===== config.mk =====
export PLATFORM = sky130hd
export DESIGN_NAME = pfa_sweep
export DESIGN_NICKNAME = d
export VERILOG_FILES = /design/src/physical_frame_free_list_allocator_defines.svh /design/src/pfa_pkg.sv /design/src/pfa_sweep.sv
export SDC_FILE = /design/constraint.sdc
export NUM_CORES = 1
export LEC_CHECK = 0
export BUFFER_PORTS_ARGS = -buffer_cell sky130_fd_sc_hd__buf_4
export CAP_MARGIN = 20
export CORE_MARGIN = 2
export CORE_UTILIZATION = 50
export DETAILED_ROUTE_END_ITERATION = 8
export GPL_ROUTABILITY_DRIVEN = 0
export PLACE_DENSITY_LB_ADDON = 0.1
export SLEW_MARGIN = 10
export SYNTH_ARGS = -nofsm -noshare
export SYNTH_HDL_FRONTEND = slang
export SYNTH_SLANG_ARGS = --single-unit
export TNS_END_PERCENT = 5

===== constraint.sdc =====
create_clock -name i_clk -period 3.12 [get_ports i_clk]
set_clock_uncertainty 0.1 [all_clocks]
set_input_delay 0.312 -clock i_clk [delete_from_list [all_inputs] [get_ports i_clk]]
set_output_delay 0.312 -clock i_clk [all_outputs]
set_load 0.02 [all_outputs]

===== src/physical_frame_free_list_allocator_defines.svh =====
// Assertion macros shared by the frame allocator RTL.
`ifndef PHYSICAL_FRAME_FREE_LIST_ALLOCATOR_DEFINES_SVH
`define PHYSICAL_FRAME_FREE_LIST_ALLOCATOR_DEFINES_SVH

// Checks that the consequent holds in the same cycle as the antecedent.
`define PFA_ASSERT_NOW(label, clk, rst_n, ante, cons, msg) \
    label: assert property (@(posedge clk) disable iff (!rst_n) (ante) |-> (cons)) \
        else $error(msg);

// Checks that the consequent holds in the cycle after the antecedent.
`define PFA_ASSERT_NEXT(label, clk, rst_n, ante, cons, msg) \
    label: assert property (@(posedge clk) disable iff (!rst_n) (ante) |=> (cons)) \
        else $error(msg);

`endif


===== src/pfa_pkg.sv =====
// Shared types and constants of the physical frame allocator.
`timescale 1ns / 1ps
`default_nettype none
package pfa_pkg;

    localparam int CMD_W    = 3;
    localparam int FN_W     = 12;
    localparam int STATUS_W = 3;
    localparam int FREE_W   = 13;
    localparam int KFC_W    = 13;

    typedef enum logic [CMD_W-1:0] {
        CMD_ALLOC_FRAME  = 3'd0,
        CMD_FREE_FRAME   = 3'd1,
        CMD_ALLOC_TABLE  = 3'd2,
        CMD_FREE_TABLE   = 3'd3,
        CMD_ENTRY_CHANGE = 3'd4
    } t_cmd;

    typedef enum logic [STATUS_W-1:0] {
        STS_OK        = 3'd0,
        STS_NO_FREE   = 3'd1,
        STS_KERNEL    = 3'd2,
        STS_NOT_EMPTY = 3'd3,
        STS_RANGE     = 3'd4
    } t_status;

    // Clearing sequencer state seen by the datapath.
    typedef struct packed {
        logic active;
        logic clr_count;
    } t_sweep;

    // Store write requests from the execute logic.
    typedef struct packed {
        logic link_we;
        logic cnt_we;
    } t_wr_ctl;

endpackage
`default_nettype wire


===== src/pfa_sweep.sv =====
// Clearing sequencer that rewrites the link store and, after reset, the count store.
`timescale 1ns / 1ps
`default_nettype none
module pfa_sweep #(
    parameter int FRAMES = 4096
) (
    input  wire logic                      i_clk,
    input  wire logic                      i_rst_n,
    input  wire logic                      i_start,
    output pfa_pkg::t_sweep                o_sweep,
    output logic      [$clog2(FRAMES)-1:0] o_idx
);
    import pfa_pkg::*;

    localparam int AW = $clog2(FRAMES);

    logic          r_active;
    logic          r_clr;
    logic [AW-1:0] r_idx;

    // A restart keeps a pending count clear so that reset always wipes the counts.
    always_ff @(posedge i_clk) begin
        if (!i_rst_n) begin
            r_active <= 1'b1;
            r_clr    <= 1'b1;
            r_idx    <= '0;
        end else if (i_start) begin
            r_active <= 1'b1;
            r_idx    <= '0;
        end else if (r_active) begin
            if (r_idx == AW'(FRAMES - 1)) begin
                r_active <= 1'b0;
                r_clr    <= 1'b0;
            end else begin
                r_idx <= r_idx + AW'(1);
            end
        end
    end

    assign o_sweep.active    = r_active;
    assign o_sweep.clr_count = r_clr;
    assign o_idx             = r_idx;
endmodule
`default_nettype wire


* Yosys cells after proc, flatten, opt, wreduce, memory -nomap -nowiden
Cells that the tools add are included.
** Storage, ports and cells
- Input port bits :: 3
- Word-level logic and storage cells :: 13
- Output and inout port bits :: 14
- Register bits after elaboration :: 14
** Operators by class
- Bitwise logic cells :: 3
- Add/sub/neg operators :: 1
- Reduce and logical (&&, ||, !) cells :: 3
- Muxes and demuxes :: 2
- Eq/ne operators :: 1
** Operator list (number)
- 12-bit by 1-bit adder with 12-bit output (second input constant) :: 1
- 12-bit equality test (second input constant) :: 1
- 1-bit NOT :: 3
- 3-bit AND reduction :: 1
- 1-bit two-way mux :: 2
- 2-bit AND reduction :: 1
- 2-bit OR reduction :: 1

* Logic depth before layout (Yosys ltp)
Gate-level depths: netlist of run 1.
- Word-level depth :: 3
- Depth in mapped cells :: 5
- Depth with buffers taken out :: 5

* Worst setup path after synthesis of run 1
OpenSTA, ideal clock, no wires.
- Kind :: register to register
- Start :: reg r_idx[0], in the netlist o_idx[0]
- End :: reg r_idx[9], in the netlist o_idx[9]
- Slack :: 1.393 ns
- Required time :: 2.950 ns
- Arrival :: 1.557 ns
- Cell stages (with the launch flop) :: 6
- Cell sequence :: dfxtp_1 > ha_1 > nand2_1 > or3_4 > a31o_1 > a21oi_1
** Between the ends
- Word-level cells in the longest chain between the ends :: 3
** RTL lines
- from (decl) :: RTL line pfa_sweep.sv:19 : logic [AW-1:0] r_idx;
- from (signal assigned) :: RTL line pfa_sweep.sv:35 : r_idx <= r_idx + AW'(1);
- parallel branches: the longest is 3 deep, another holds 12-bit by 1-bit adder with 12-bit output
Several ways; the timed one is not identified.
A chain may end at the register's enable or synchronous reset.

* Worst setup path after layout of run 1
Same ends and word-level chain as after synthesis.

==> results.sh, run 1 <==
export IMPL_dieArea_sq_um=1667
export IMPL_synthFlopType="dfxtp_1"
export IMPL_cts_root_buffer="clkbuf_4"
export IMPL_relSlewSlack=0.6727
export IMPL_fillers=116
export IMPL_synthToLayoutAreaGrowth_pct=23.62
export IMPL_ys_types=28
export IMPL_die_y_um=40.83
export IMPL_cts_path_max_buffers=2
export IMPL_cp_max_fo=5
export IMPL_critPathArrivalTime_ns=1.80
export IMPL_initial_core_util=0.5278
export IMPL_async_reset_ff_frac=0
export IMPL_irDropWorstVdd_v=0.0002026
export IMPL_place_ws_ns=1.451
export IMPL_total_power_uw=323.9
export IMPL_cts_made_buffers=3
export IMPL_yosys_warnings=0
export IMPL_r2r_start="o_idx[0]$_SDFFE_PP0P_"
export IMPL_startpoint_type="flip-flop"
export IMPL_cap_violations=0
export IMPL_grt_usage=0.1975
export IMPL_antenna_found_initial=0
export IMPL_timing_fmax_ghz=0.5907
export IMPL_stdcell_area_sq_um=838.3
export IMPL_grt_pass1_wl_um=2145
export IMPL_startpoint="o_idx[0]$_SDFFE_PP0P_"
export IMPL_firstDrtPassIters=4
export IMPL_overflow=0
export IMPL_drive_gt1_frac=0.2553
export IMPL_placed_area_sq_um=802.0
export IMPL_finalSetupViolCount=0
export IMPL_p_leak_uw=0.0003394
export IMPL_rows=13
export IMPL_setup_slack_ns=1.427
export IMPL_die_w_um=40.83
export IMPL_period_minus_slack_ns=1.693
export IMPL_wl_per_cell_um=12.73
export IMPL_worstSetupPathType="reg -> reg"
export IMPL_first_iter_violations=21
export IMPL_hp_class="in -> reg"
export IMPL_utilization=0.6524
export IMPL_coreArea_sq_um=1285
export IMPL_hpwl_um=1024
export IMPL_syn_cell_area_sq_um=678.2
export IMPL_insertion_delay_ns=0.27
export IMPL_syn_instance_count=76
export IMPL_final_cell_mix="buf_4, dfxtp_1, nand2_1"
export IMPL_clkSinkCount=14
export IMPL_avgSynthCellArea_sq_um=8.923
export IMPL_synth_edf_count=0
export IMPL_status="finished clean"
export IMPL_synth_nets=80
export IMPL_via_per_inst=5.982
export IMPL_layout_commonest_cell="buf_4"
export IMPL_power_density_nw_per_um2=386.4
export IMPL_io_buffers=16
export IMPL_holdCritStartpoint="i_rst_n"
export IMPL_grt_max_degree=9
export IMPL_end_kind="flip-flop"
export IMPL_clk_pin_slew_ns=0.09
export IMPL_rsz0062_at_grt="false"
export IMPL_drtAntennaViolNets=0
export IMPL_num_vias=652
export IMPL_hold_viol=0
export IMPL_period_share=0.5426
export IMPL_grt_pass1_vias=522
export IMPL_final_nets=99
export IMPL_h_tree_depth=1
export IMPL_worstMarginPinSlew_ns=0.4899
export IMPL_ctsResizeCount=0
export IMPL_ctsHoldBuffers=0
export IMPL_synth_seq_cells=14
export IMPL_antenna_cells=0
export IMPL_worst_ep_required_time_ns=3.23
export IMPL_cts_tree="built"
export IMPL_final_max_slew_viol_count=0
export IMPL_synth_seq_area_share=0.4133
export IMPL_tns_ns=0
export IMPL_cts_setup_buffers=0
export IMPL_drc=0
export IMPL_routed_wl_um=1388
export IMPL_ios=17
metrics by stage:
step	hold WS, ns	std cells
after detailed placement	0.3455	105
after global placement	0.3475	105
final	0.1003	109
after CTS	0.09454	109
after global routing	0.1018	109
after floorplan	0.2739	76
synthesized netlist by cell type (3+ instances only):
cell / count / area (sq um)
dfxtp_1: 14 / 280.3
nand3_1: 3 / 15.01
nor2_1: 7 / 26.28
nand2_1: 8 / 30.03
a31oi_1: 6 / 37.54
inv_1: 3 / 11.26
o21ai_0: 6 / 30.03
layout make-up:
class,instances,area (sq um),share of cell area
Multi-Input combinational cell,57,371.6,0.4433
Sequential cell,14,280.3,0.3343
Timing Repair Buffer,16,120.1,0.1433
Clock buffer,4,36.28,0.04328
Tap cell,15,18.77,0.02239
Inverter,3,11.26,0.01343
report_power, final:
group / switching, uW / internal, uW
combinational: 6.74 / 5.07
clock: 59.8 / 70.9
sequential: 1.62 / 180
worst paths after layout:
path	endpoint	slack, ns	cells after the start
worst min register to register	r_clr$_SDFFE_PN1P_	0.36	2
worst max register to register	o_idx[9]$_SDFFE_PP0P_	1.43	5
worst max-delay path	o_idx[9]$_SDFFE_PP0P_	1.43	5
worst min-delay path	r_clr$_SDFFE_PN1P_	0.10	2
state kept, by name, indices dropped and copies added, names as in the netlist:
register and cells:
o_idx 12, r_active 1, r_clr 1
worst max-delay path, stage by stage, from the launching register on:
cell	delay [ns]
dfxtp_1	0.42
ha_1	0.22
nand2_1	0.12
or3_4	0.44
a31o_1	0.23
a21oi_1	0.11
layer usage:
layer	track usage	vias up	wire (um)
met1	0.2517	312	659
met4	0.1250	0	12
met2	0.3047	15	659
li1	-	323	-
met3	0.03261	2	56
met5	0	-	0
kinds of logic after synthesis:
family | after synthesis | share of synthesized area
AO/OA/AOI/OAI | 20 | 0.2177
XOR/XNOR | 1 | 0.01292
adder cells (fa/ha/maj) | 1 | 0.01845
buffers and inverters | 5 | 0.03874
flip-flops | 14 | 0.4133
multiplexers | 1 | 0.01476
AND/OR/NAND/NOR | 34 | 0.2841
No activity file was read; power rests on OpenSTA's default activity.
==> run 2: changes to the inputs <==
- ABC_AREA: not set -> 1
- clock period: 3.12 -> 1.63 ns (I/O delays scaled with it)
==> run 2 against run 1 <==
  * Synthesized cell count up 49%
  * Area after synthesis up 20%
  * Via count up 17%
  * Critical endpoint is now o_idx[1]$_SDFFE_PP0P_
  * Maximum frequency up 13%
  * Clock power up 51%
  * First-iteration DRC count down 76%
  * Flip-flop and latch count unchanged
==> results.sh, run 2 <==
export IMPL_setup_slack_ns=0.1356
export IMPL_antenna_found_initial=0
export IMPL_grt_pass1_wl_um=2642
export IMPL_relSlewSlack=0.7169
export IMPL_pwr_share_clk=0.345
export IMPL_syn_cell_area_sq_um=814.5
export IMPL_wl_per_cell_um=11.23
export IMPL_hold_ws_ns=0.09692
export IMPL_ctsHoldBuffers=0
export IMPL_cts_path_max_buffers=2
export IMPL_synth_seq_cells=14
export IMPL_largest_register_ffs=12
export IMPL_cts_made_buffers=3
export IMPL_ys_types=24
export IMPL_dieArea_sq_um=1968
export IMPL_p_int_uw=442.7
export IMPL_timing_fmax_ghz=0.6692
export IMPL_end_kind="flip-flop"
export IMPL_period_share=0.9168
export IMPL_finalSetupViolCount=0
export IMPL_h_tree_depth=1
export IMPL_cts_tree="built"
export IMPL_gr_max_usage_layer="met2"
export IMPL_p_sw_frac=0.2279
export IMPL_grt_max_degree=11
export IMPL_via_per_inst=5.247
export IMPL_cap_violations=0
export IMPL_p_leak_uw=0.0004146
export IMPL_startpoint_type="flip-flop"
export IMPL_num_vias=766
export IMPL_insertion_delay_ns=0.28
export IMPL_synth_commonest_cells="nor2_1, nand2_1, dfxtp_1"
export IMPL_seqPwrFrac=0.606
export IMPL_yosysTopAreaCell="dfxtp_1"
export IMPL_routed_wl_um=1639
export IMPL_hp_class="in -> reg"
export IMPL_p_switching_uw=130.7
export IMPL_final_nets=136
export IMPL_synth_top_area_frac=0.3441
export IMPL_worstSetupPathType="reg -> reg"
export IMPL_synthToLayoutAreaGrowth_pct=18.89
export IMPL_firstDrtPassIters=4
export IMPL_yosysMostFrequentCell="nor2_1"
export IMPL_clkSinkCount=14
export IMPL_die_w_um=44.36
export IMPL_hpwl_um=1240
export IMPL_place_ws_ns=0.1290
export IMPL_regArea_sq_um=281.5
export IMPL_period_minus_slack_ns=1.494
export IMPL_first_iter_violations=5
export IMPL_die_y_um=44.36
export IMPL_multi_input_area_sq_um=483.0
export IMPL_initial_core_util=0.5345
export IMPL_rsz0062_at_grt="false"
export IMPL_ios=17
export IMPL_synth_nets=117
export IMPL_avgSynthCellArea_sq_um=7.208
export IMPL_utilization=0.6355
export IMPL_use_met2=0.2971
export IMPL_clk_pin_slew_ns=0.08
export IMPL_tns_ns=0
export IMPL_power_density_nw_per_um2=592.0
export IMPL_drc=0
export IMPL_final_cells=146
export IMPL_rows=14
export IMPL_final_max_slew_viol_count=0
export IMPL_dp_cells=143
export IMPL_critPathArrivalTime_ns=1.58
export IMPL_drtAntennaViolNets=0
export IMPL_synth_seq_area_share=0.3441
export IMPL_final_cell_mix="nor2_1, nand2_1, buf_4"
export IMPL_worst_ep_required_time_ns=1.71
export IMPL_cp_max_fo=6
export IMPL_grt_use_met3=0.02449
export IMPL_status="finished clean"
export IMPL_synthFlopType="dfxtp_1"
export IMPL_layout_commonest_cell="nor2_1"
export IMPL_synth_edf_count=0
export IMPL_yosys_warnings=0
export IMPL_grt_pass1_vias=608
export IMPL_coreArea_sq_um=1524
export IMPL_irDropWorstVdd_v=0.0003522
export IMPL_combPwrFrac=0.049
export IMPL_io_buffers=16
export IMPL_grt_usage=0.1839
export IMPL_overflow=0
export IMPL_drive_gt1_frac=0.2846
export IMPL_hold_viol=0
export IMPL_worstMarginPinSlew_ns=0.4231
export IMPL_async_reset_ff_frac=0
export IMPL_syn_instance_count=113
export IMPL_grt_util_met1=0.2405
export IMPL_synthTopCellsByArea="dfxtp_1, nor2_1, nand2_1"
export IMPL_fillers=145
export IMPL_cts_root_buffer="clkbuf_4"
export IMPL_antenna_cells=0
run 2: what timing repair did:
item / CTS / global route
endpoints found under the setup margin: 0 / 4
gates resized for setup: 0 / 2
buffers inserted: 0 / 0
run 2: kinds of logic after synthesis:
| group | share of synthesized area |
|---|---|
| adders and majority gates | 0.01536 |
| and+or+nand+nor | 0.4946 |
| AOI/OAI and AO/OA | 0.07987 |
| DFF | 0.3441 |
| buffers and inverters | 0.06605 |
run 2: cell type report:
| type | count | area share |
|---|---|---|
| well taps | 16 | 0.02067 |
| inverters | 9 | 0.03488 |
| flip-flops and latches | 14 | 0.2907 |
| multi-input cells | 87 | 0.4987 |
| repair buffers | 17 | 0.1318 |
| clock buffers | 3 | 0.02326 |
run 2: worst paths after layout:
kind	depth (start not counted)	slack, ns	start	end
hold reg to reg	1	0.40	r_clr$_SDFFE_PN1P_	r_clr$_SDFFE_PN1P_
hold / removal	3	0.1	i_rst_n	r_clr$_SDFFE_PN1P_
setup / recovery	8	0.14	o_idx[1]$_SDFFE_PP0P_	o_idx[1]$_SDFFE_PP0P_
setup reg to reg	8	0.14	o_idx[1]$_SDFFE_PP0P_	o_idx[1]$_SDFFE_PP0P_
run 2: critical path, stage by stage (launching register included):
cell and delay [ns]:
dfxtp_1 0.39, ha_2 0.24, nand2_2 0.09, nor2_2 0.18, nand3_4 0.13, nand2_4 0.10
inv_2 0.04, nor2_1 0.07, nor2_1 0.05
run 2: power by group through the flow:
stage	logic [uW]	registers (uW)	clock network [uW]
2_1_floorplan	13.6	358	0
3_3_place_gp	27.7	355	0
3_5_place_dp	28.3	355	0
4_1_cts	28.5	347	203
5_1_grt	32.6	348	215
6_report	28.3	347	198
run 2: layer usage:
metal / vias up / wire length, um
met5: - / 0
met4: 0 / 26
met3: 4 / 53
met2: 10 / 795
met1: 349 / 764
li1: 403 / -
run 2: per-stage QoR:
step	area [sq um]	total power [uW]
2_1_floorplan	814.5	371.3
3_3_place_gp	942.2	382.5
3_5_place_dp	942.2	383.4
4_1_cts	964.7	578.7
5_1_grt	968.4	595.1
6_report	968.4	573.3
