`src/physical_frame_free_list_allocator_defines.svh`:
```
// Assertion macros shared by the frame allocator RTL.
`ifndef PHYSICAL_FRAME_FREE_LIST_ALLOCATOR_DEFINES_SVH
`define PHYSICAL_FRAME_FREE_LIST_ALLOCATOR_DEFINES_SVH

// Checks that the consequent holds in the same cycle as the antecedent.
`define PFA_ASSERT_NOW(label, clk, rst_n, ante, cons, msg) \
    label: assert property (@(posedge clk) disable iff (!rst_n) (ante) |-> (cons)) \
        else $error(msg);

// Checks that the consequent holds in the cycle after the antecedent.
`define PFA_ASSERT_NEXT(label, clk, rst_n, ante, cons, msg) \
    label: assert property (@(posedge clk) disable iff (!rst_n) (ante) |=> (cons)) \
        else $error(msg);

`endif

```
`src/pfa_pkg.sv`:
```
// Shared types and constants of the physical frame allocator.
`timescale 1ns / 1ps
`default_nettype none
package pfa_pkg;

    localparam int CMD_W    = 3;
    localparam int FN_W     = 12;
    localparam int STATUS_W = 3;
    localparam int FREE_W   = 13;
    localparam int KFC_W    = 13;

    typedef enum logic [CMD_W-1:0] {
        CMD_ALLOC_FRAME  = 3'd0,
        CMD_FREE_FRAME   = 3'd1,
        CMD_ALLOC_TABLE  = 3'd2,
        CMD_FREE_TABLE   = 3'd3,
        CMD_ENTRY_CHANGE = 3'd4
    } t_cmd;

    typedef enum logic [STATUS_W-1:0] {
        STS_OK        = 3'd0,
        STS_NO_FREE   = 3'd1,
        STS_KERNEL    = 3'd2,
        STS_NOT_EMPTY = 3'd3,
        STS_RANGE     = 3'd4
    } t_status;

    // Clearing sequencer state seen by the datapath.
    typedef struct packed {
        logic active;
        logic clr_count;
    } t_sweep;

    // Store write requests from the execute logic.
    typedef struct packed {
        logic link_we;
        logic cnt_we;
    } t_wr_ctl;

endpackage
`default_nettype wire

```
`src/pfa_exec.sv`:
```
// Execute logic: decides one command from the registered operands.
`timescale 1ns / 1ps
`default_nettype none
module pfa_exec #(
    parameter int FRAMES            = 4096,
    parameter int ENTRIES_PER_TABLE = 512
) (
    input  wire logic [pfa_pkg::CMD_W-1:0]                  i_cmd,
    input  wire logic [pfa_pkg::FN_W-1:0]                   i_fn,
    input  wire logic                                       i_oldp,
    input  wire logic                                       i_newp,
    input  wire logic [$clog2(FRAMES):0]                    i_head,
    input  wire logic [$clog2(FRAMES):0]                    i_free,
    input  wire logic [$clog2(FRAMES):0]                    i_kernel,
    input  wire logic [$clog2(FRAMES):0]                    i_link,
    input  wire logic [$clog2(ENTRIES_PER_TABLE+1)-1:0]     i_count,
    output pfa_pkg::t_status                                o_status,
    output logic      [pfa_pkg::FN_W-1:0]                   o_frame,
    output logic      [$clog2(FRAMES):0]                    o_head_next,
    output logic      [$clog2(FRAMES):0]                    o_free_next,
    output pfa_pkg::t_wr_ctl                                o_ctl,
    output logic      [$clog2(FRAMES)-1:0]                  o_link_addr,
    output logic      [$clog2(FRAMES):0]                    o_link_data,
    output logic      [$clog2(FRAMES)-1:0]                  o_cnt_addr,
    output logic      [$clog2(ENTRIES_PER_TABLE+1)-1:0]     o_cnt_data
);
    import pfa_pkg::*;

    localparam int AW   = $clog2(FRAMES);
    localparam int LW   = AW + 1;
    localparam int CNTW = $clog2(ENTRIES_PER_TABLE + 1);
    localparam int CW   = (LW > KFC_W) ? LW : KFC_W;

    logic          w_head_ok;
    logic          w_fn_range;
    logic          w_fn_kernel;
    logic [LW-1:0] w_free_dec;
    logic [LW-1:0] w_free_inc;
    logic          w_push;

    assign w_head_ok   = i_head < LW'(FRAMES);
    assign w_fn_range  = CW'(i_fn) >= CW'(FRAMES);
    assign w_fn_kernel = CW'(i_fn) < CW'(i_kernel);
    assign w_free_dec  = (i_free != '0) ? i_free - LW'(1) : i_free;
    assign w_free_inc  = (i_free < LW'(FRAMES)) ? i_free + LW'(1) : i_free;

    always_comb begin
        o_status    = STS_OK;
        o_frame     = '0;
        o_head_next = i_head;
        o_free_next = i_free;
        o_ctl       = '0;
        o_link_addr = i_head[AW-1:0];
        o_link_data = '0;
        o_cnt_addr  = AW'(i_fn);
        o_cnt_data  = i_count;
        w_push      = 1'b0;

        case (t_cmd'(i_cmd))
            CMD_ALLOC_FRAME, CMD_ALLOC_TABLE: begin
                if (!w_head_ok) begin
                    o_status = STS_NO_FREE;
                end else begin
                    // Pop the head; its link is cleared.
                    o_frame       = FN_W'(i_head);
                    o_head_next   = i_link;
                    o_free_next   = w_free_dec;
                    o_ctl.link_we = 1'b1;
                    if (t_cmd'(i_cmd) == CMD_ALLOC_TABLE) begin
                        o_ctl.cnt_we = 1'b1;
                        o_cnt_addr   = i_head[AW-1:0];
                        o_cnt_data   = '0;
                    end
                end
            end
            CMD_FREE_FRAME: begin
                if (w_fn_kernel) begin
                    o_status = STS_KERNEL;
                end else if (w_fn_range) begin
                    o_status = STS_RANGE;
                end else begin
                    w_push = 1'b1;
                end
            end
            CMD_FREE_TABLE: begin
                if (w_fn_range) begin
                    o_status = STS_RANGE;
                end else if (i_count != '0) begin
                    o_status = STS_NOT_EMPTY;
                end else if (w_fn_kernel) begin
                    o_status = STS_KERNEL;
                end else begin
                    w_push = 1'b1;
                end
            end
            CMD_ENTRY_CHANGE: begin
                if (w_fn_range) begin
                    o_status = STS_RANGE;
                end else if (i_newp && !i_oldp) begin
                    o_ctl.cnt_we = 1'b1;
                    if (i_count < CNTW'(ENTRIES_PER_TABLE)) begin
                        o_cnt_data = i_count + CNTW'(1);
                    end
                end else if (!i_newp && i_oldp) begin
                    o_ctl.cnt_we = 1'b1;
                    if (i_count != '0) begin
                        o_cnt_data = i_count - CNTW'(1);
                    end
                end
            end
            default: begin
                o_status = STS_RANGE;
            end
        endcase

        // A push links the frame in front of the current head.
        if (w_push) begin
            o_ctl.link_we = 1'b1;
            o_link_addr   = AW'(i_fn);
            o_link_data   = i_head;
            o_head_next   = LW'(i_fn);
            o_free_next   = w_free_inc;
        end
    end
endmodule
`default_nettype wire
```
`config.mk`:
```
export PLATFORM = sky130hd
export DESIGN_NAME = pfa_exec
export DESIGN_NICKNAME = d
export VERILOG_FILES = /design/src/physical_frame_free_list_allocator_defines.svh /design/src/pfa_pkg.sv /design/src/pfa_exec.sv
export SDC_FILE = /design/constraint.sdc
export NUM_CORES = 1
export LEC_CHECK = 0
export ABC_CLOCK_PERIOD_IN_PS = 6870
export BUFFER_PORTS_ARGS = -buffer_cell sky130_fd_sc_hd__buf_4
export CORE_AREA = 2 2 71 73
export DETAILED_ROUTE_END_ITERATION = 12
export DIE_AREA = 0 0 73 75
export PLACE_DENSITY = 0.88
export SYNTH_ARGS = -nofsm -noshare
export SYNTH_HDL_FRONTEND = slang
export SYNTH_SLANG_ARGS = --single-unit
```
`constraint.sdc`:
```
create_clock -name vclk -period 6.87
set_input_delay 1.0305 -clock vclk [all_inputs]
set_output_delay 1.0305 -clock vclk [all_outputs]
set_load 0.05 [all_outputs]
```
; ---- After elaboration in Yosys (flattened, before gate mapping)
; Index checks and enable logic that the tools add are counted.
[totals]
wordCells = 56
out_inout_bits = 90
input_bits = 79
regBits = 0
[op_classes]
n_reduce_logical = 8
eq_ne = 4
magnitude_cmp = 4
n_addsub = 4
mux = 36
[op_table]
columns = op, count
row1 = $mux 13, 9
row2 = $mux 12, 6
row3 = $mux 10, 6
row4 = $lt 13x13->1 const B, 2
row5 = $pmux 10 s2, 1
row6 = $add 13x1->13 const B, 1
row7 = $lt 12x13->1, 1
row8 = $reduce_bool 13->1, 1
row9 = $sub 13x1->13 const B, 1
row10 = $pmux 3 s4, 1
row11 = $add 10x1->10 const B, 1
row12 = $lt 10x10->1 const B, 1
row13 = $reduce_bool 10->1, 1
row14 = $sub 10x1->10 const B, 1
row15 = $mux 1, 8
row16 = $eq 3x2->1 const B, 2
row17 = $mux 2, 3
row18 = $pmux 1 s2, 2
row19 = $eq 3x1->1 const B, 1
row20 = $eq 3x3->1 const B, 1
row21 = $logic_not 3->1, 1
row22 = $logic_and 1x1->1, 2
row23 = $logic_not 1->1, 2
row24 = $reduce_or 2->1, 1

; ---- Depth between registers and ports, before layout
; Gate-level depths: netlist (run 1).
[logic_depth]
word_depth = 5
depth_mapped = 10
ltp_nobuf = 8

; ---- Worst setup path before layout (run 1)
; Ideal clock, no wire load.
[synth_timing]
path_type = input-to-output
from = input i_kernel[4]
to = output o_head_next[0]
required_ns = 5.839
path_buffers = 2
arrival_ns = 3.425
stages = 9
setup_slack_ns = 2.414
path_cell_list = inv_1 -> ha_1 -> a211oi_1 -> o21ai_0 -> a41oi_1 -> a211oi_2 -> buf_6 -> buf_2 -> o21ai_0
[synth_between]
elab_chain_len = 5
[synth_rtl]
columns = element, line
row1 = start: declaration, pfa_exec.sv:14  ; input wire logic [$clog2(FRAMES):0] i_kernel,
row2 = $lt 12x13->1 *, pfa_exec.sv:43  ; assign w_fn_kernel = CW'(i_fn) < CW'(i_kernel);
row3 = $mux 1 *, pfa_exec.sv:90  ; end else if (w_fn_kernel) begin
row4 = $mux 1, pfa_exec.sv:88  ; end else if (i_count != '0) begin
row5 = $pmux 1 s2 *, pfa_exec.sv:59  ; case (t_cmd'(i_cmd))
row6 = $mux 13 *, pfa_exec.sv:117  ; if (w_push) begin
row7 = end: declaration, pfa_exec.sv:19  ; output logic [$clog2(FRAMES):0] o_head_next,
; Every way passes the cells marked *; elsewhere a longest branch is shown, timed or not.

; ---- Final worst setup path (run 1)
[layout_timing]
from = input i_fn[2] in the netlist's numbering
to = output o_head_next[0]
[layout_between]
elab_chain_len = 5
[layout_rtl]
columns = element, line
row1 = start: declaration, pfa_exec.sv:9  ; input wire logic [pfa_pkg::FN_W-1:0] i_fn,
row2 = $lt 12x13->1 *, pfa_exec.sv:43
row3 = $mux 1 *, pfa_exec.sv:90
row4 = $mux 1, pfa_exec.sv:88
row5 = $pmux 1 s2 *, pfa_exec.sv:59
row6 = $mux 13 *, pfa_exec.sv:117
; Marked as above.

==> results of run 1 <==
## synthesized netlist by cell type, types with 4 or more instances
master,n
xnor2_1,11
ha_1,17
nor3_1,12
inv_1,30
o21ai_0,51
buf_2,4
and3_1,5
mux2i_1,20
nand2b_1,4
a31oi_1,8
nand3_1,10
nand2_1,45
clkbuf_1,8
a21oi_1,9
nor2_1,25
and2_1,28
## critical path, stage by stage
cell	delay, ns
buf_4	0.13
ha_1	0.26
o21ai_0	0.07
o21ai_0	0.15
a41oi_1	0.22
a211oi_4	0.68
buf_4	0.47
nand2_1	0.12
o21ai_0	0.12
buf_4	0.25
## logic make-up after synthesis
group	Yosys count	share of synthesized area, %
simple gates	152	38.9
compound gates	86	24.9
buf+inv	47	10.3
mux	21	10.6
fa+ha+maj	17	10.6
xor+xnor	11	4.81
## power by group through the flow
stage	Combinational [W]	Clock, W	Sequential (W)
after floorplan	0.000167	0	0
after global placement	0.000271	0	0
after detailed placement	0.000274	0	0
after CTS	0.000275	0	0
after global routing	0.000293	0	0
final	0.000275	0	0
## final cells by class
type	count	area (µm²)
multi-input combinational	287	1810
fill	382	1390
inverter	30	113
tap	54	67.6
timing repair buffer	171	1280
## per-layer routing
| layer | global-route usage (%) | up-vias |
|---|---|---|
| met2 | 44.7 | 143 |
| li1 | - | 1475 |
| met5 | 0 | - |
| met3 | 3.08 | 6 |
| met1 | 35.6 | 1304 |
| met4 | 2.26 | 0 |
## placed cells by master (no fill, tap or decap), drive strengths merged, types with 3 or more instances in the layout
cell type,n
a211oi,4
a21oi,9
a31oi,8
and2,29
and3,5
and4,3
buf,171
ha,17
inv,30
mux2i,20
nand2,45
nand2b,4
nand3,10
nand4,3
nor2,25
nor2b,3
nor3,14
o21ai,51
xnor2,11
## path summary, 6_finish.rpt
path,end,start,cells past startpoint
max,o_head_next[0],i_fn[2],10
min,o_free_next[6],i_free[6],3
## stage by stage
step           utilization [%]  area [µm²]  total power (W)  hold slack [ns]  setup slack, ns
6_report                  70.2        3270         0.000275             2.41             2.33
2_1_floorplan                -        2000         0.000167             2.24             2.41
5_1_grt                   70.2        3270         0.000293             2.42             2.01
3_3_place_gp              70.2        3270         0.000271             2.41             2.36
4_1_cts                   70.2        3270         0.000275             2.41             2.32
3_5_place_dp              70.2        3270         0.000274             2.41             2.33
==> summary.txt, run 1 <==
Timing
  • RSZ-0062 raised after global routing: no
  • TNS Setup: 0 ns
  • Final critical-path required period: 4.54 ns
  • Slew headroom: 32.9%
  • Fmax: 0.220 GHz
  • Worst-Margin Slew: 1.00 ns
  • Final Setup Violations: 0
  • Period utilization: 66.1%
  • Final Max Slew Viols: 0
  • Final hold vios: 0

Die
  • Die X: 73 µm
  • Starting Density: 43.0%
  • Area of the die: 0.00548 mm²
  • Io pins: 169
  • Total core area: 0.00466 mm²
  • Row cnt: 25
  • Die height: 75 µm

Synth
  • Syn_area_per_cell: 6.00 µm²
  • Post-Synthesis Cells: 334
  • Mapped cell area: 0.00200 mm²
  • Synthesized Nets: 430
  • Synth warn: 0
  • Register area share after synthesis: 0%
  • Cell taking the most area after synthesis: o21ai_0
  • Top post-synthesis cells by area: o21ai_0, ha_1, mux2i_1
  • Yosys cell types: 45
  • Top cell type's share of synthesized area: 12.7%

Critical path
  • WP data arrival: 3.51 ns
  • Critical Path RT: 5.84 ns
  • Crit start category: input port
  • WS Path Type: input port to primary output
  • Crit end category: primary output
  • CP Max Fanout: 48

Routing
  • Via count: 2928
  • DRC Markers: 0
  • Detailed router's first-iteration violation count: 169
  • ANT nets after route: 0
  • Pre-Repair DR Iteration Count: 5
  • Metal2 WL: 3.97 mm
  • Wire length per cell: 14.5 µm
  • Met1 wire length: 3.28 mm
  • Final WL: 7.86 mm
  • Routed wl met3: 556 µm
  • Via density per instance: 5.40
  • Uppermost layer routed: met4

GRT
  • Vias in the first global route: 2490
  • First-pass GRT wire length: 11.7 mm
  • GRT Total Usage: 25.8%
  • Initial antenna violation count: 0
  • Grt total ovfl: 0
  • Largest net degree at the start of global routing: 49

Layout
  • Number of diodes: 0
  • Seq_cells: 0
  • Seq. cell area: 0 µm²
  • Area Growth Syn to Fin: 63.4%
  • Non-Filler Instances: 542
  • # clk buffers: 0
  • Layout Nets: 586
  • Layout cell share with drive strength beyond 1: 36.7%

Worst hold path
  • Worst hold path type: input port to primary output

Power
  • PwrDens: 84.1 mW/mm²
  • Worst VDD drop: 0.0000555 V
  • Internal: 0.0000956 W
  • Lkg Pwr: 1.69 nW
  • Seq pwr share: 0%
  • NetSw: 0.000180 W
  • Combinational share of power: 100.0%
  • Sw Share: 65.3%
  • Clk network pwr share: 0%

Placed design
  • Gpl congestion: 0.925
  • Hpwl dp: 6.51 mm
  • Cells after DPL: 542
  • Port Buf Inserts: 169

Run
  • Max Cap Viol: 0

Clock network
  • Post-cts sizing count: 0
  • Hold buffers post-CTS: 0
  • Postcts setup bufs: 0

Run status
  • Status: finished, final reports clean
No activity file was read; power rests on OpenSTA's default activity.
==> run 2, diff against run 1 <==
--- a/config.mk
+++ b/config.mk
@@ -5,12 +5,12 @@
 export SDC_FILE = /design/constraint.sdc
 export NUM_CORES = 1
 export LEC_CHECK = 0
-export ABC_CLOCK_PERIOD_IN_PS = 6870
+export ABC_CLOCK_PERIOD_IN_PS = 3700
 export BUFFER_PORTS_ARGS = -buffer_cell sky130_fd_sc_hd__buf_4
-export CORE_AREA = 2 2 71 73
+export CORE_AREA = 2 2 77 79
 export DETAILED_ROUTE_END_ITERATION = 12
-export DIE_AREA = 0 0 73 75
-export PLACE_DENSITY = 0.88
+export DIE_AREA = 0 0 79 81
+export PLACE_DENSITY = 0.79
 export SYNTH_ARGS = -nofsm -noshare
 export SYNTH_HDL_FRONTEND = slang
 export SYNTH_SLANG_ARGS = --single-unit
==> constraint.sdc (replaced) <==
create_clock -name vclk -period 3.7
set_input_delay 0.555 -clock vclk [all_inputs]
set_output_delay 0.555 -clock vclk [all_outputs]
set_load 0.05 [all_outputs]
==> run 2 against run 1 <==
Net effect: clock-buffer cell count unchanged; utilization is 12 points lower; global-route usage fell by 3.0 points; total power is 86% higher; worst setup slack lost 1.9 ns; combinational power is 87% higher; critical path type unchanged; critical endpoint is now o_free_next[4].
==> summary.txt, run 2 (synthesis gave the netlist of run 1 again) <==
Layout
  • Commonest non-fill, non-tap cell in the layout: buf_4
  • Number of diodes: 0
  • Area Growth Syn to Fin: 65.5%
  • Seq_cells: 0
  • Post-Route Utilization: 58.4%
  • # clk buffers: 0
  • Seq. cell area: 0 µm²
  • Layout cell share with drive strength beyond 1: 36.9%
  • Commonest non-fill, non-tap cells in the layout: buf_4, o21ai_0, nand2_1
  • Non-Filler Instances: 565
  • Layout Nets: 588

Power
  • Sw Share: 65.2%
  • PwrDens: 155 mW/mm²
  • Clk network pwr share: 0%
  • Combinational share of power: 100.0%
  • Seq pwr share: 0%
  • NetSw: 0.000335 W
  • Worst VDD drop: 0.000112 V
  • Tot Pwr: 0.000513 W
  • Lkg Pwr: 1.70 nW
  • Internal: 0.000178 W

Die
  • Area of the die: 0.00640 mm²
  • Starting Density: 35.3%
  • Die X: 79 µm
  • Total core area: 0.00568 mm²
  • Die height: 81 µm
  • Io pins: 169
  • Row cnt: 28

Critical path
  • Critical Path RT: 3.14 ns
  • CP Max Fanout: 16
  • WS Path Type: input port to primary output
  • Slowest cell on crit path: a41oi_1
  • Crit end category: primary output
  • WP data arrival: 2.71 ns
  • Slowest cell delay on critical path: 0.39 ns
  • Critical Path Most Common Cell: buf_4
  • Worst-path cell chain: buf_4 -> ha_1 -> a211oi_1 -> o21ai_0 -> a41oi_1 -> a211oi_4 -> buf_4 -> a21boi_0 -> xnor2_1 -> buf_4
  • Crit start category: input port

Timing
  • Final critical-path required period: 3.27 ns
  • Final Max Slew Viols: 0
  • Slew headroom: 71.0%
  • Worst-Margin Slew: 0.431 ns
  • RSZ-0062 raised after global routing: no
  • Period utilization: 88.3%
  • Final Setup Violations: 0
  • TNS Setup: 0 ns
  • WHS: 1.46 ns
  • Final hold vios: 0
  • Fmax: 0.306 GHz

GRT
  • Grt total ovfl: 0
  • Vias in the first global route: 2649
  • First-pass GRT wire length: 12.2 mm
  • Largest net degree at the start of global routing: 50
  • Initial antenna violation count: 0
  • GRT Total Usage: 22.7%

Routing
  • Detailed router's first-iteration violation count: 130
  • ANT nets after route: 0
  • Pre-Repair DR Iteration Count: 4
  • Via density per instance: 5.24
  • Wire length per cell: 14.2 µm
  • Final WL: 8.04 mm
  • Via count: 2960
  • DRC Markers: 0

Clock network
  • Hold buffers post-CTS: 0
  • Postcts setup bufs: 0
  • Post-cts sizing count: 0

Placed design
  • Cells after DPL: 565
  • Port Buf Inserts: 169
  • Gpl congestion: 0.922
  • Hpwl dp: 6.73 mm

Worst hold path
  • Worst hold path type: input port to primary output

Run status
  • Status: finished, final reports clean

Run
  • Max Cap Viol: 0
==> run 2: cell count changes in the layout (fill, tap and decap cells not counted), sizes merged <==
cell,delta
buf,+2
==> run 2: per-layer routing <==
metal | up-vias | track usage (%) | routed length [µm]
met1 | 1329 | 30.3 | 3380
met2 | 138 | 40.0 | 3950
li1 | 1477 | - | -
met3 | 16 | 3.00 | 571
met5 | - | 0 | 0
met4 | 0 | 3.28 | 141
==> run 2: final cells by class <==
type | instances | area, µm²
fill | 573 | 2360
inverter | 30 | 113
multi-input combinational | 287 | 1810
tap | 75 | 93.8
timing repair buffer | 173 | 1300
==> run 2: critical path, delay by kind of cell <==
kind            cells  cell delay [ns]
buf+inv             3             0.56
xor+xnor            1             0.17
fa+ha+maj           1             0.30
compound gates      5             1.11
==> run 2: worst paths after layout <==
path | startpoint | end | depth (start not counted)
min | i_cmd[2] | o_status[0] | 3
max | i_fn[4] | o_free_next[4] | 10
==> run 2: per-stage QoR <==
step                      instance area (µm²)  setup slack [ns]
after detailed placement                 3310             0.483
final                                    3310             0.433
after global placement                   3310             0.562
after floorplan                          2000             0.195
after CTS                                3310             0.481
after global routing                     3310             0.310
==> run 2: power by group through the flow <==
stage               logic [W]  registers [W]  clock network [W]
detailed placement   0.000511              0                  0
floorplan            0.000310              0                  0
finish               0.000513              0                  0
CTS                  0.000512              0                  0
global placement     0.000505              0                  0
global route         0.000545              0                  0
